<file path="src/rtl/keyframe_linear_interpolator_assert.svh">
`ifndef KEYFRAME_LINEAR_INTERPOLATOR_ASSERT_SVH
`define KEYFRAME_LINEAR_INTERPOLATOR_ASSERT_SVH

// same-cycle implication under synchronous reset
`define KLI_ASSERT_NOW(lbl, ante, cons) \
    lbl: assert property (@(posedge i_clk) disable iff (!i_rst_n) (ante) |-> (cons)) \
        else $error("kli assertion failed");

// next-cycle implication under synchronous reset
`define KLI_ASSERT_NEXT(lbl, ante, cons) \
    lbl: assert property (@(posedge i_clk) disable iff (!i_rst_n) (ante) |=> (cons)) \
        else $error("kli assertion failed");

`endif

</file>
<file path="src/rtl/kli_pkg.sv">
`default_nettype none
package kli_pkg;

    localparam int TIME_W      = 32;
    localparam int COORD_W     = 32;
    localparam int FRAC_W      = 16;
    localparam int MAX_POINTS_DEF = 16;
    localparam int STEP_W      = 6;

    localparam logic [1:0] REG_START_TIME = 2'd0;
    localparam logic [1:0] REG_PATH_MODE  = 2'd1;
    localparam logic [1:0] REG_POINT_CNT  = 2'd2;
    localparam logic [1:0] REG_USE_WEIGHT = 2'd3;

    localparam logic [1:0] MODE_ONCE     = 2'd0;
    localparam logic [1:0] MODE_LOOP     = 2'd1;
    localparam logic [1:0] MODE_PINGPONG = 2'd2;

    localparam logic KIND_LOAD  = 1'b0;
    localparam logic KIND_QUERY = 1'b1;

    typedef struct packed {
        logic                       kind;
        logic [3:0]                 point_index;
        logic [TIME_W-1:0]          segment_ticks;
        logic signed [COORD_W-1:0]  point_x;
        logic signed [COORD_W-1:0]  point_y;
        logic signed [COORD_W-1:0]  point_z;
        logic signed [COORD_W-1:0]  point_w;
        logic [TIME_W-1:0]          query_time;
    } t_in_item;

    typedef struct packed {
        logic signed [31:0] out_x;
        logic signed [31:0] out_y;
        logic signed [31:0] out_z;
        logic signed [31:0] out_w;
        logic [4:0]         segment;
        logic [16:0]        fraction;
        logic               invalid;
    } t_out_item;

    typedef struct packed {
        logic [TIME_W-1:0]         ticks;
        logic signed [COORD_W-1:0] w;
        logic signed [COORD_W-1:0] z;
        logic signed [COORD_W-1:0] y;
        logic signed [COORD_W-1:0] x;
    } t_entry;

    typedef struct packed {
        logic              start;
        logic [STEP_W-1:0] steps;
    } t_div_req;

    typedef struct packed {
        logic done;
    } t_div_rsp;

    typedef enum logic [3:0] {
        ST_IDLE,
        ST_SUM_RD,
        ST_SUM_USE,
        ST_P0_RD,
        ST_P0_USE,
        ST_DIV,
        ST_WALK_RD,
        ST_WALK_USE,
        ST_NEXT_RD,
        ST_NEXT_USE,
        ST_FRAC,
        ST_MUL,
        ST_ADD,
        ST_DONE
    } t_state;

    function automatic logic [TIME_W-1:0] seg_ticks(input t_entry e, input logic use_w);
        logic [TIME_W-1:0] d;
        if (use_w) begin
            d = e.w[COORD_W-1] ? '0 : TIME_W'(e.w[COORD_W-1:16]);
        end else begin
            d = e.ticks;
        end
        return d;
    endfunction

    function automatic logic signed [COORD_W-1:0] coord_of(input t_entry e,
                                                          input logic [1:0] j);
        logic signed [COORD_W-1:0] c;
        case (j)
            2'd0:    c = e.x;
            2'd1:    c = e.y;
            2'd2:    c = e.z;
            default: c = e.w;
        endcase
        return c;
    endfunction

endpackage
`default_nettype wire

</file>
<file path="src/rtl/kli_div.sv">
`default_nettype none
module kli_div #(
    parameter int DW = 36,
    parameter int NW = 48,
    parameter int QW = 32
) (
    input  wire                    i_clk,
    input  wire                    i_rst_n,
    input  kli_pkg::t_div_req      i_req,
    input  wire  [DW-1:0]          i_rem_init,
    input  wire  [NW-1:0]          i_num_init,
    input  wire  [DW-1:0]          i_divisor,
    output kli_pkg::t_div_rsp      o_rsp,
    output logic [DW-1:0]          o_rem,
    output logic [QW-1:0]          o_quo
);
    import kli_pkg::*;

    logic [DW-1:0]     r_rem;
    logic [NW-1:0]     r_num;
    logic [QW-1:0]     r_quo;
    logic [STEP_W-1:0] r_cnt;
    logic              r_busy;
    logic              r_done;
    logic [DW:0]       shifted;
    logic              ge;

    assign shifted = {r_rem, r_num[NW-1]};
    assign ge      = shifted >= {1'b0, i_divisor};

    always_ff @(posedge i_clk) begin
        if (!i_rst_n) begin
            r_busy <= 1'b0;
            r_done <= 1'b0;
        end else begin
            r_done <= r_busy && (r_cnt == STEP_W'(1));
            if (i_req.start) begin
                r_busy <= 1'b1;
            end else if (r_busy && (r_cnt == STEP_W'(1))) begin
                r_busy <= 1'b0;
            end
        end
    end

    always_ff @(posedge i_clk) begin
        if (i_req.start) begin
            r_rem <= i_rem_init;
            r_num <= i_num_init;
            r_quo <= '0;
            r_cnt <= i_req.steps;
        end else if (r_busy) begin
            r_rem <= ge ? DW'(shifted - {1'b0, i_divisor}) : shifted[DW-1:0];
            r_num <= {r_num[NW-2:0], 1'b0};
            r_quo <= {r_quo[QW-2:0], ge};
            r_cnt <= r_cnt - STEP_W'(1);
        end
    end

    assign o_rsp.done = r_done;
    assign o_rem      = r_rem;
    assign o_quo      = r_quo;

endmodule
`default_nettype wire

</file>
<file path="config.mk">
export PLATFORM = sky130hd
export DESIGN_NAME = kli_div
export DESIGN_NICKNAME = d
export VERILOG_FILES = /design/src/rtl/keyframe_linear_interpolator_assert.svh /design/src/rtl/kli_pkg.sv /design/src/rtl/kli_div.sv
export SDC_FILE = /design/constraint.sdc
export NUM_CORES = 1
export LEC_CHECK = 0
export BUFFER_PORTS_ARGS = -buffer_cell sky130_fd_sc_hd__buf_4
export CAP_MARGIN = 20
export CORE_MARGIN = 1
export CORE_UTILIZATION = 30
export DETAILED_ROUTE_END_ITERATION = 8
export SLEW_MARGIN = 25
export SYNTH_ARGS = -nofsm -noshare
export SYNTH_HDL_FRONTEND = slang
export SYNTH_SLANG_ARGS = --single-unit
</file>
<file path="constraint.sdc">
create_clock -name i_clk -period 4.78 [get_ports i_clk]
set_clock_uncertainty 0.05 [all_clocks]
set_input_delay 0.239 -clock i_clk [delete_from_list [all_inputs] [get_ports i_clk]]
set_output_delay 0.239 -clock i_clk [all_outputs]
set_load 0.005 [all_outputs]
</file>
==> results of run 1 <==
## repair_timing
action,4_1_cts,5_1_grt
hold buffers,1,0
endpoints found under the setup margin,0,0
hold endpoints to repair,1,0
## area by class of cell
type	count	area, um2
timing repair buffer	206	1570
tap	324	405
fill	2471	14500
clock buffer	18	429
inverter	46	173
sequential	124	3380
clock inverter	14	216
multi-input combinational	505	3840
## metal layers
layer	wire (um)	GRT usage [%]	vias up
met3	1570	6.20	13
li1	-	-	2956
met2	9250	25.4	135
met1	9050	19.6	2819
met5	0	0	-
met4	192	3.81	0
## critical path, cell delays in order, from the launching register on
cell,delay [ps]
edfxtp_1,410
ha_1,410
and4_4,270
and3_1,190
a21bo_2,240
a31oi_2,300
and3_1,280
o21a_4,160
a21o_1,140
buf_4,350
mux2_2,390
mux2_2,250
## logic make-up after synthesis
logic type	after synthesis	synth area share, %
buffers and inverters	79	4.44
and+or+nand+nor	173	10.9
adders and majority gates	39	6.56
muxes	115	17.1
DFF	124	44.8
AOI/OAI and AO/OA	146	12.5
xor gates and xnor gates	32	3.71
## registers in the layout, indices dropped and copies added, names as in the netlist
signal and cells:
r_num 48, o_rem 36, o_quo 32, r_cnt 6
o_rsp 1, r_busy 1
## path summary, 6_finish.rpt
path / end / depth (start not counted)
worst max-delay path: o_rem[5] / 11
worst min register to register: o_quo[31] / 2
worst min-delay path: o_rem[1] / 3
worst max register to register: o_rem[5] / 11
## stage by stage
step           setup WS (ps)  hold slack (ps)  util, %
2_1_floorplan           1580              312        -
3_3_place_gp            1200              424     38.0
3_5_place_dp            1110              429     38.0
4_1_cts                 1100             38.6     40.7
5_1_grt                  902             43.7     40.8
6_report                1070             56.5     40.8
## report_power, final
group	switching, mW	total [mW]	internal, mW
clock network	0.520	1.45	0.928
logic	0.829	1.68	0.848
registers	0.101	1.45	1.35
total	1.45	4.58	3.13
## cell usage after synthesis, types with 2 or more instances
master,n
and3_1,4
buf_4,2
nand2_1,47
dfxtp_1,34
buf_6,2
edfxtp_1,90
a21oi_1,52
mux2i_1,35
a41oi_1,2
clkbuf_1,23
o31ai_1,4
a211oi_1,4
nor3b_1,6
mux2_2,70
xnor2_1,18
a21o_1,20
and2_1,2
o21ai_0,25
or2_2,4
a221o_1,6
o21a_1,2
a31oi_1,6
o211ai_1,6
o21bai_1,4
inv_1,46
a31o_2,2
nor4_1,4
mux2_4,10
ha_1,38
nand4_1,6
nand3_1,10
xor2_1,14
nor2b_1,14
buf_1,5
nor3_1,8
a211o_1,3
nand2b_1,4
nor2_1,58
==> impl_results.md, run 1 <==
- Most frequent cells in the layout: 204 x buf_4, 90 x edfxtp_1, 70 x mux2_2
- Final min period: 3710 ps
- CP Class: flop to flop
- Tot GR Track Use: 15.8%
- PortBufs: 197
- Num rows: 57
- # resized after CTS: 0
- Via/cell ratio: 4.79
- Synth unique cells: 56
- P&R area growth vs syn: 32.6%
- Seq/Total Area, Yosys: 44.8%
- Mapped Area: 7550 um2
- Initial DRC count: 302
- Die Y: between 150 and 200 um
- Largest net degree at the start of global routing: 81
- Mapped Cells: between 700 and 800
- Synth Area per Inst: 10.7 um2
- Die area: 25800 um2
- Asr flop ratio synth: 0%
- Worst min path class: input pin to flop
- Max Transition Viols Final: 0
- Placed cell area: between 9000 and 10000 um2
- Vias in the first global route: 5914
- Non-filler instance count after layout: 1237
- Worst-path maximum fanout: 25
- Clock slew at reported path FFs: 60 ps
- Critical Path Start Type: flop
- Routed via count: 5923
- CTS H-tree lvls: 4
- Total CTS buffers: 17
- Post-synth EDFFs: 90
- Layout cells sized above 1: 36.0%
- Power Total: 4.58 mW
- Antenna viol nets, final: 0
- Leak pwr: 4.37 nW
- Period utilization: 77.7%
- Primary FF master, synth: edfxtp_1
- Cell total after placement: 1203
- Die X: 161 um
- Final net count: ~1100
- Initial Util: between 30% and 40%
- Outcome: complete, no violations
- First-pass iteration count of the detailed router: 4
- Yosys reg bits: around 120
- First-pass GRT wire length: between 30000 and 40000 um
- Worst hold start: i_rem_init[1]
- Post-Layout Inst Area: 10000 um2
- RSZ-0062 raised after global routing: false
- Slew @ Worst Pin: 905 ps
- WP data required: 4900 ps
- Slew Limit Headroom: between 30% and 40%
- N_diodes: 0
- Synth Warn #: 0
- Final Hold Fails: 0
- Pwr dens: 457 nW/um2
- GRT overflow: 0
- FMAX: around 270 MHz
- Synth top area share: 35.8%
- Clock root cell: clkbuf_16
- Routed WL per cell: 16.2 um
- Worst R2R Start: o_rem[6]
- # DRC: 0
- TritonCTS clock tree: built
- # Post-CTS Setup Buffers: 0
- Worst Setup End Kind: flop
- Worst skew pair latency: between 400 and 500 ps
- Final number of setup-violating endpoints: 0
- Synth area leader: edfxtp_1
- Syn nets: 876
- Reg2Reg Setup Slack: 1070 ps
- Critical path arrival: 3830 ps
- Hpwl dp: around 15000 um
- CTS Sinks: 124
- Initial antenna violation count: 0
- Worst VDD drop: 0.207 mV
- Final WL: about 20000 um
- CP Launch Point: o_rem[6]
- Max cap viols: 0
- Core box area: 24500 um2
- Setup total negative slack: 0 ps
- I/O Pins: 198
- Gpl congestion: 0.842
- CTS max path bufs: 2
- Area contributors post-synth: edfxtp_1 36%, mux2_2 10%, dfxtp_1 9.0%
- Commonest non-fill, non-tap cell in the layout: buf_4
Power figures use the tool's default switching activity.
==> run 2: changes to the inputs <==
==> constraint.sdc (replaced) <==
create_clock -name i_clk -period 3.55 [get_ports i_clk]
set_clock_uncertainty 0.05 [all_clocks]
set_input_delay 0.1775 -clock i_clk [delete_from_list [all_inputs] [get_ports i_clk]]
set_output_delay 0.1775 -clock i_clk [all_outputs]
set_load 0.005 [all_outputs]
==> impl_results.md, run 2 (same netlist as run 1, synthesis figures left out) <==
- Outcome: complete, no violations
- P&R area growth vs syn: 41.4%
- Pwr dens: 579 nW/um2
- Routed WL per cell: ~16 um
- Worst skew pair latency: 420 ps
- CTS H-tree lvls: 4
- Final net count: 1133
- RSZ-0062 raised after global routing: false
- First-pass iteration count of the detailed router: 4
- Leak pwr: 4.66 nW
- Layout cells sized above 1: 34.8%
- Initial antenna violation count: 0
- Clock root cell: clkbuf_16
- Total CTS buffers: 17
- Post-Layout Inst Area: 10700 um2
- Routed via count: 6160
- Worst VDD drop: between 0.3 and 0.4 mV
- Gpl congestion: 0.848
- CTS Sinks: about 120
- Initial Util: 30.8%
- Slew Limit Headroom: 62.1%
- Antenna viol nets, final: 0
- FMAX: 295 MHz
- Vias in the first global route: 6191
- Worst-path maximum fanout: 11
- Power Total: 6.18 mW
- Most frequent cells in the layout: 206 x buf_4, 90 x edfxtp_1, 70 x mux2_2
- CTS max path bufs: 2
- Commonest non-fill, non-tap cell in the layout: buf_4
- Worst Setup End Kind: flop
- Critical R2R Capture: o_rem[3]
- Die X: 161 um
- Placed cell area: 9410 um2
- Critical path arrival: between 3000 and 4000 ps
- Cell total after placement: 1209
- Worst R2R Start: o_rem[5]
- Largest net degree at the start of global routing: between 70 and 80
- PortBufs: slightly below 200
- # DRC: 0
- Final core area utilization: a little over two fifths
- Worst min path class: input pin to flop
- Max cap viols: 0
- Largest Register: r_num
- Slew @ Worst Pin: 568 ps
- CP Launch Point: o_rem[5]
- Critical Path Start Type: flop
- Num rows: 57
- Min setup slack post-route: 155 ps
- Hpwl dp: 14900 um
- Via/cell ratio: 4.73
- Final WL: 21000 um
- Tot GR Track Use: between 15 and 20%
- CP Class: flop to flop
- Clock slew at reported path FFs: 60 ps
- Final min period: 3400 ps
- Final Hold Fails: 0
- Number of flip-flops in the largest register: 48
- WP data required: around 3700 ps
- Pre-CTS WS: about 96 ps
- Core box area: roughly 25000 um2
- Max Transition Viols Final: 0
- TritonCTS clock tree: built
- Initial DRC count: 249
- GRT overflow: 0
- Non-filler instance count after layout: 1303
- Die Y: 161 um
- Setup total negative slack: 0 ps
- Die area: 25800 um2
- Reg2Reg Setup Slack: 150 ps
- Worst hold slack: 8.05 ps
- # Post-CTS Setup Buffers: 0
- Final number of setup-violating endpoints: 0
- R2R cell count: 11
- CP Capture Point: o_rem[3]
- Period utilization: a little over nine tenths
- I/O Pins: 198
- First-pass GRT wire length: 32600 um
==> run 2: changes by cell type in the layout (fill, tap and decap cells not counted), moves of 2 or more <==
cell,previous run,this run
clkbuf_16,17,21
inv_4,0,2
buf_12,0,3
ha_2,0,2
ha_1,38,36
inv_6,2,0
dlygate4sd3_1,1,60
bufinv_16,5,1
clkinv_2,1,3
clkbuf_8,0,2
clkinvlp_4,3,0
buf_4,204,206
==> run 2: critical path, cell delays in order, from the launching register on <==
cell and delay (ps):
edfxtp_1 420, ha_2 410, and4_4 250, and3_1 200
a21bo_2 240, a31oi_2 230, and3_4 240, o21a_4 150
a21o_4 170, buf_6 170, mux2_2 340, mux2_2 260
==> run 2: metal layers <==
metal	wire length [um]	track usage, %	up-vias
met4	201	4.68	0
met3	1350	4.78	14
met1	9330	19.7	2887
met5	0	0	-
met2	10100	27.3	166
li1	-	-	3093
==> run 2: timing repair <==
action	in CTS	in global routing
setup endpoints to repair	0	16
hold buffers	60	0
resized for setup	0	6
endpoints found under the hold margin	61	0
==> run 2: worst min-delay path by stage <==
stage / cells past startpoint / slack, ps / endpoint / startpoint
6_report: 3 / 8 / r_cnt[0] / i_req[0]
5_1_grt: 2 / 5 / o_rem[8] / i_rem_init[8]
4_1_cts: 2 / 0.3 / o_rem[3] / i_rem_init[3]
3_5_place_dp: 3 / 360 / o_rsp / i_rst_n
3_3_place_gp: 2 / 350 / r_busy / i_rst_n
2_1_floorplan: 2 / 250 / o_rsp / i_rst_n
==> run 2: where the power goes <==
| group | switching, mW | leakage [nW] | total (mW) | internal (mW) |
|---|---|---|---|---|
| Combinational | 1.15 | 3.17 | 2.40 | 1.24 |
| Sequential | 0.135 | 1.18 | 1.96 | 1.82 |
| Clock | 0.688 | 0.310 | 1.82 | 1.13 |
| Total | 1.98 | 4.66 | 6.18 | 4.20 |
==> run 2: cell type report <==
type / count / area, um2
Multi-Input combinational cell: 505 / 3850
Tap cell: 324 / 405
Clock buffer: 24 / 539
Timing Repair Buffer: 271 / 2240
Clock inverter: 8 / 75.1
Antenna cell: 1 / 2.50
Inverter: 46 / 173
Sequential cell: 124 / 3380
Fill cell: 2382 / 13900
==> run 3: changes to the inputs <==
--- a/config.mk
+++ b/config.mk
@@ -10,6 +10,7 @@
 export CORE_MARGIN = 1
 export CORE_UTILIZATION = 30
 export DETAILED_ROUTE_END_ITERATION = 8
+export RECOVER_POWER = 25
 export SLEW_MARGIN = 25
 export SYNTH_ARGS = -nofsm -noshare
 export SYNTH_HDL_FRONTEND = slang
==> impl_results.md, run 3 (same netlist as run 1, synthesis figures left out) <==
- Outcome: complete, but fails checks
- Failing checks: max-capacitance violations, max-slew violations
- First-pass iteration count of the detailed router: 4
- Sw Share: 32.0%
- Initial DRC count: approximately 260
- Combinational share of power: 38.8%
- Worst-path maximum fanout: 11
- Vias in the first global route: 6191
- Final core area utilization: 43.4%
- Commonest non-fill, non-tap cell in the layout: buf_4
- TritonCTS clock tree: built
- Num rows: 57
- Critical Path Start Type: flop
- Leak pwr: between 4 and 5 nW
- Max cap viols: 2
- Worst skew pair latency: 420 ps
- CTS max path bufs: 2
- Routed WL per cell: 16.1 um
- Via/cell ratio: 4.72
- Worst min path class: input pin to flop
- Pre-CTS WS: 95.7 ps
- Slew @ Worst Pin: 2390 ps
- Total CTS buffers: 17
- Placed cell area: 9410 um2
- Die area: 25800 um2
- Post-Layout Inst Area: 10700 um2
- Final Hold Fails: 0
- Initial Util: 30.8%
- Clock root cell: clkbuf_16
- CTS H-tree lvls: 4
- Non-filler instance count after layout: between 1000 and 1500
- Power Total: between 6 and 7 mW
- Sequential Power Share: 31.7%
- GRT overflow: 0
- Antenna viol nets, final: 0
- Layout fillers: 2387
- Cell total after placement: 1209
- CP Class: flop to flop
- Clock slew at reported path FFs: 60 ps
- Final number of setup-violating endpoints: 0
- Largest net degree at the start of global routing: 76
- Critical path arrival: 3520 ps
- Largest Register: r_num
- Core box area: 24500 um2
- Worst VDD drop: 0.310 mV
- Die Y: between 150 and 200 um
- First-pass GRT wire length: 32600 um
- Int Power: 4.20 mW
- I/O Pins: 198
- # Post-CTS Setup Buffers: 0
- Slew Limit Headroom: -59.6%
- Area of the multi-input gates: around 3900 um2
- Final net count: 1133
- Most frequent cells in the layout: 171 x buf_4, 90 x edfxtp_1, 70 x mux2_2
- Clock power frac: 29.5%
- Hpwl dp: 14900 um
- Max Transition Viols Final: 78
- Die X: roughly 160 um
- FMAX: 295 MHz
- Gpl congestion: 0.848
- Seq. cell area: about 3400 um2
- Layout cells sized above 1: 34.5%
- Period utilization: 95.6%
- RSZ-0062 raised after global routing: false
- Tot GR Track Use: 16.1%
- P&R area growth vs syn: 41.0%
- Min setup slack post-route: 155 ps
- # DRC: 0
- PortBufs: approximately 200
- Final WL: 21000 um
- Worst Setup End Kind: flop
- CTS Sinks: 124
- WP data required: 3670 ps
- P_sw: 1.98 mW
- Pwr dens: about 580 nW/um2
- Number of flip-flops in the largest register: 48
- Setup total negative slack: 0 ps
- Initial antenna violation count: 0
- Worst hold slack: around 15 ps
- Final min period: roughly 3400 ps
- Routed via count: approximately 6000
[run 3: layer usage]
| metal | wire, um | up-vias | global-route usage, % |
|---|---|---|---|
| met3 | 1290 | 14 | 4.78 |
| met5 | 0 | - | 0 |
| met1 | 9340 | 2892 | 19.7 |
| met4 | 201 | 0 | 4.68 |
| met2 | 10200 | 149 | 27.3 |
| li1 | - | 3098 | - |
[run 3: power by group through the flow]
stage               sequential, mW  clock, mW  combinational [mW]
detailed placement            1.99          0                2.30
finish                        1.96       1.82                2.40
CTS                           1.96       1.87                2.37
global route                  1.98       1.93                2.63
floorplan                     1.96          0                1.61
global placement              1.98          0                2.28
[run 3: worst max-delay path: stages (launching register included)]
cell and delay [ps]:
edfxtp_1 420, ha_2 410, and4_4 250, and3_1 200, a21bo_2 240, a31oi_2 230, and3_4 240, o21a_4 150
a21o_4 170, buf_6 170, mux2_2 340, mux2_2 260
[run 3: cell type report]
| type | count | share of cell area (%) |
|---|---|---|
| Timing Repair Buffer | 271 | 20.8 |
| Inverter | 46 | 1.62 |
| Multi-Input combinational cell | 505 | 36.2 |
| Tap cell | 324 | 3.81 |
| Clock buffer | 24 | 5.06 |
| Antenna cell | 1 | 0.0235 |
| Clock inverter | 8 | 0.705 |
| Sequential cell | 124 | 31.8 |
[run 3: final timing paths]
check                  from         to  slack (ps)  cells after the start
min          i_num_init[11]  r_num[11]          10                      2
max                o_rem[5]   o_rem[3]         160                     11
max reg2reg        o_rem[5]   o_rem[3]         160                     11
min reg2reg       o_quo[31]  o_quo[31]         450                      2
[run 3: repair_timing]
action,CTS,global route
gates resized for setup,0,6
endpoints found under the hold margin,61,0
setup endpoints to repair,0,16
hold buffers,60,0
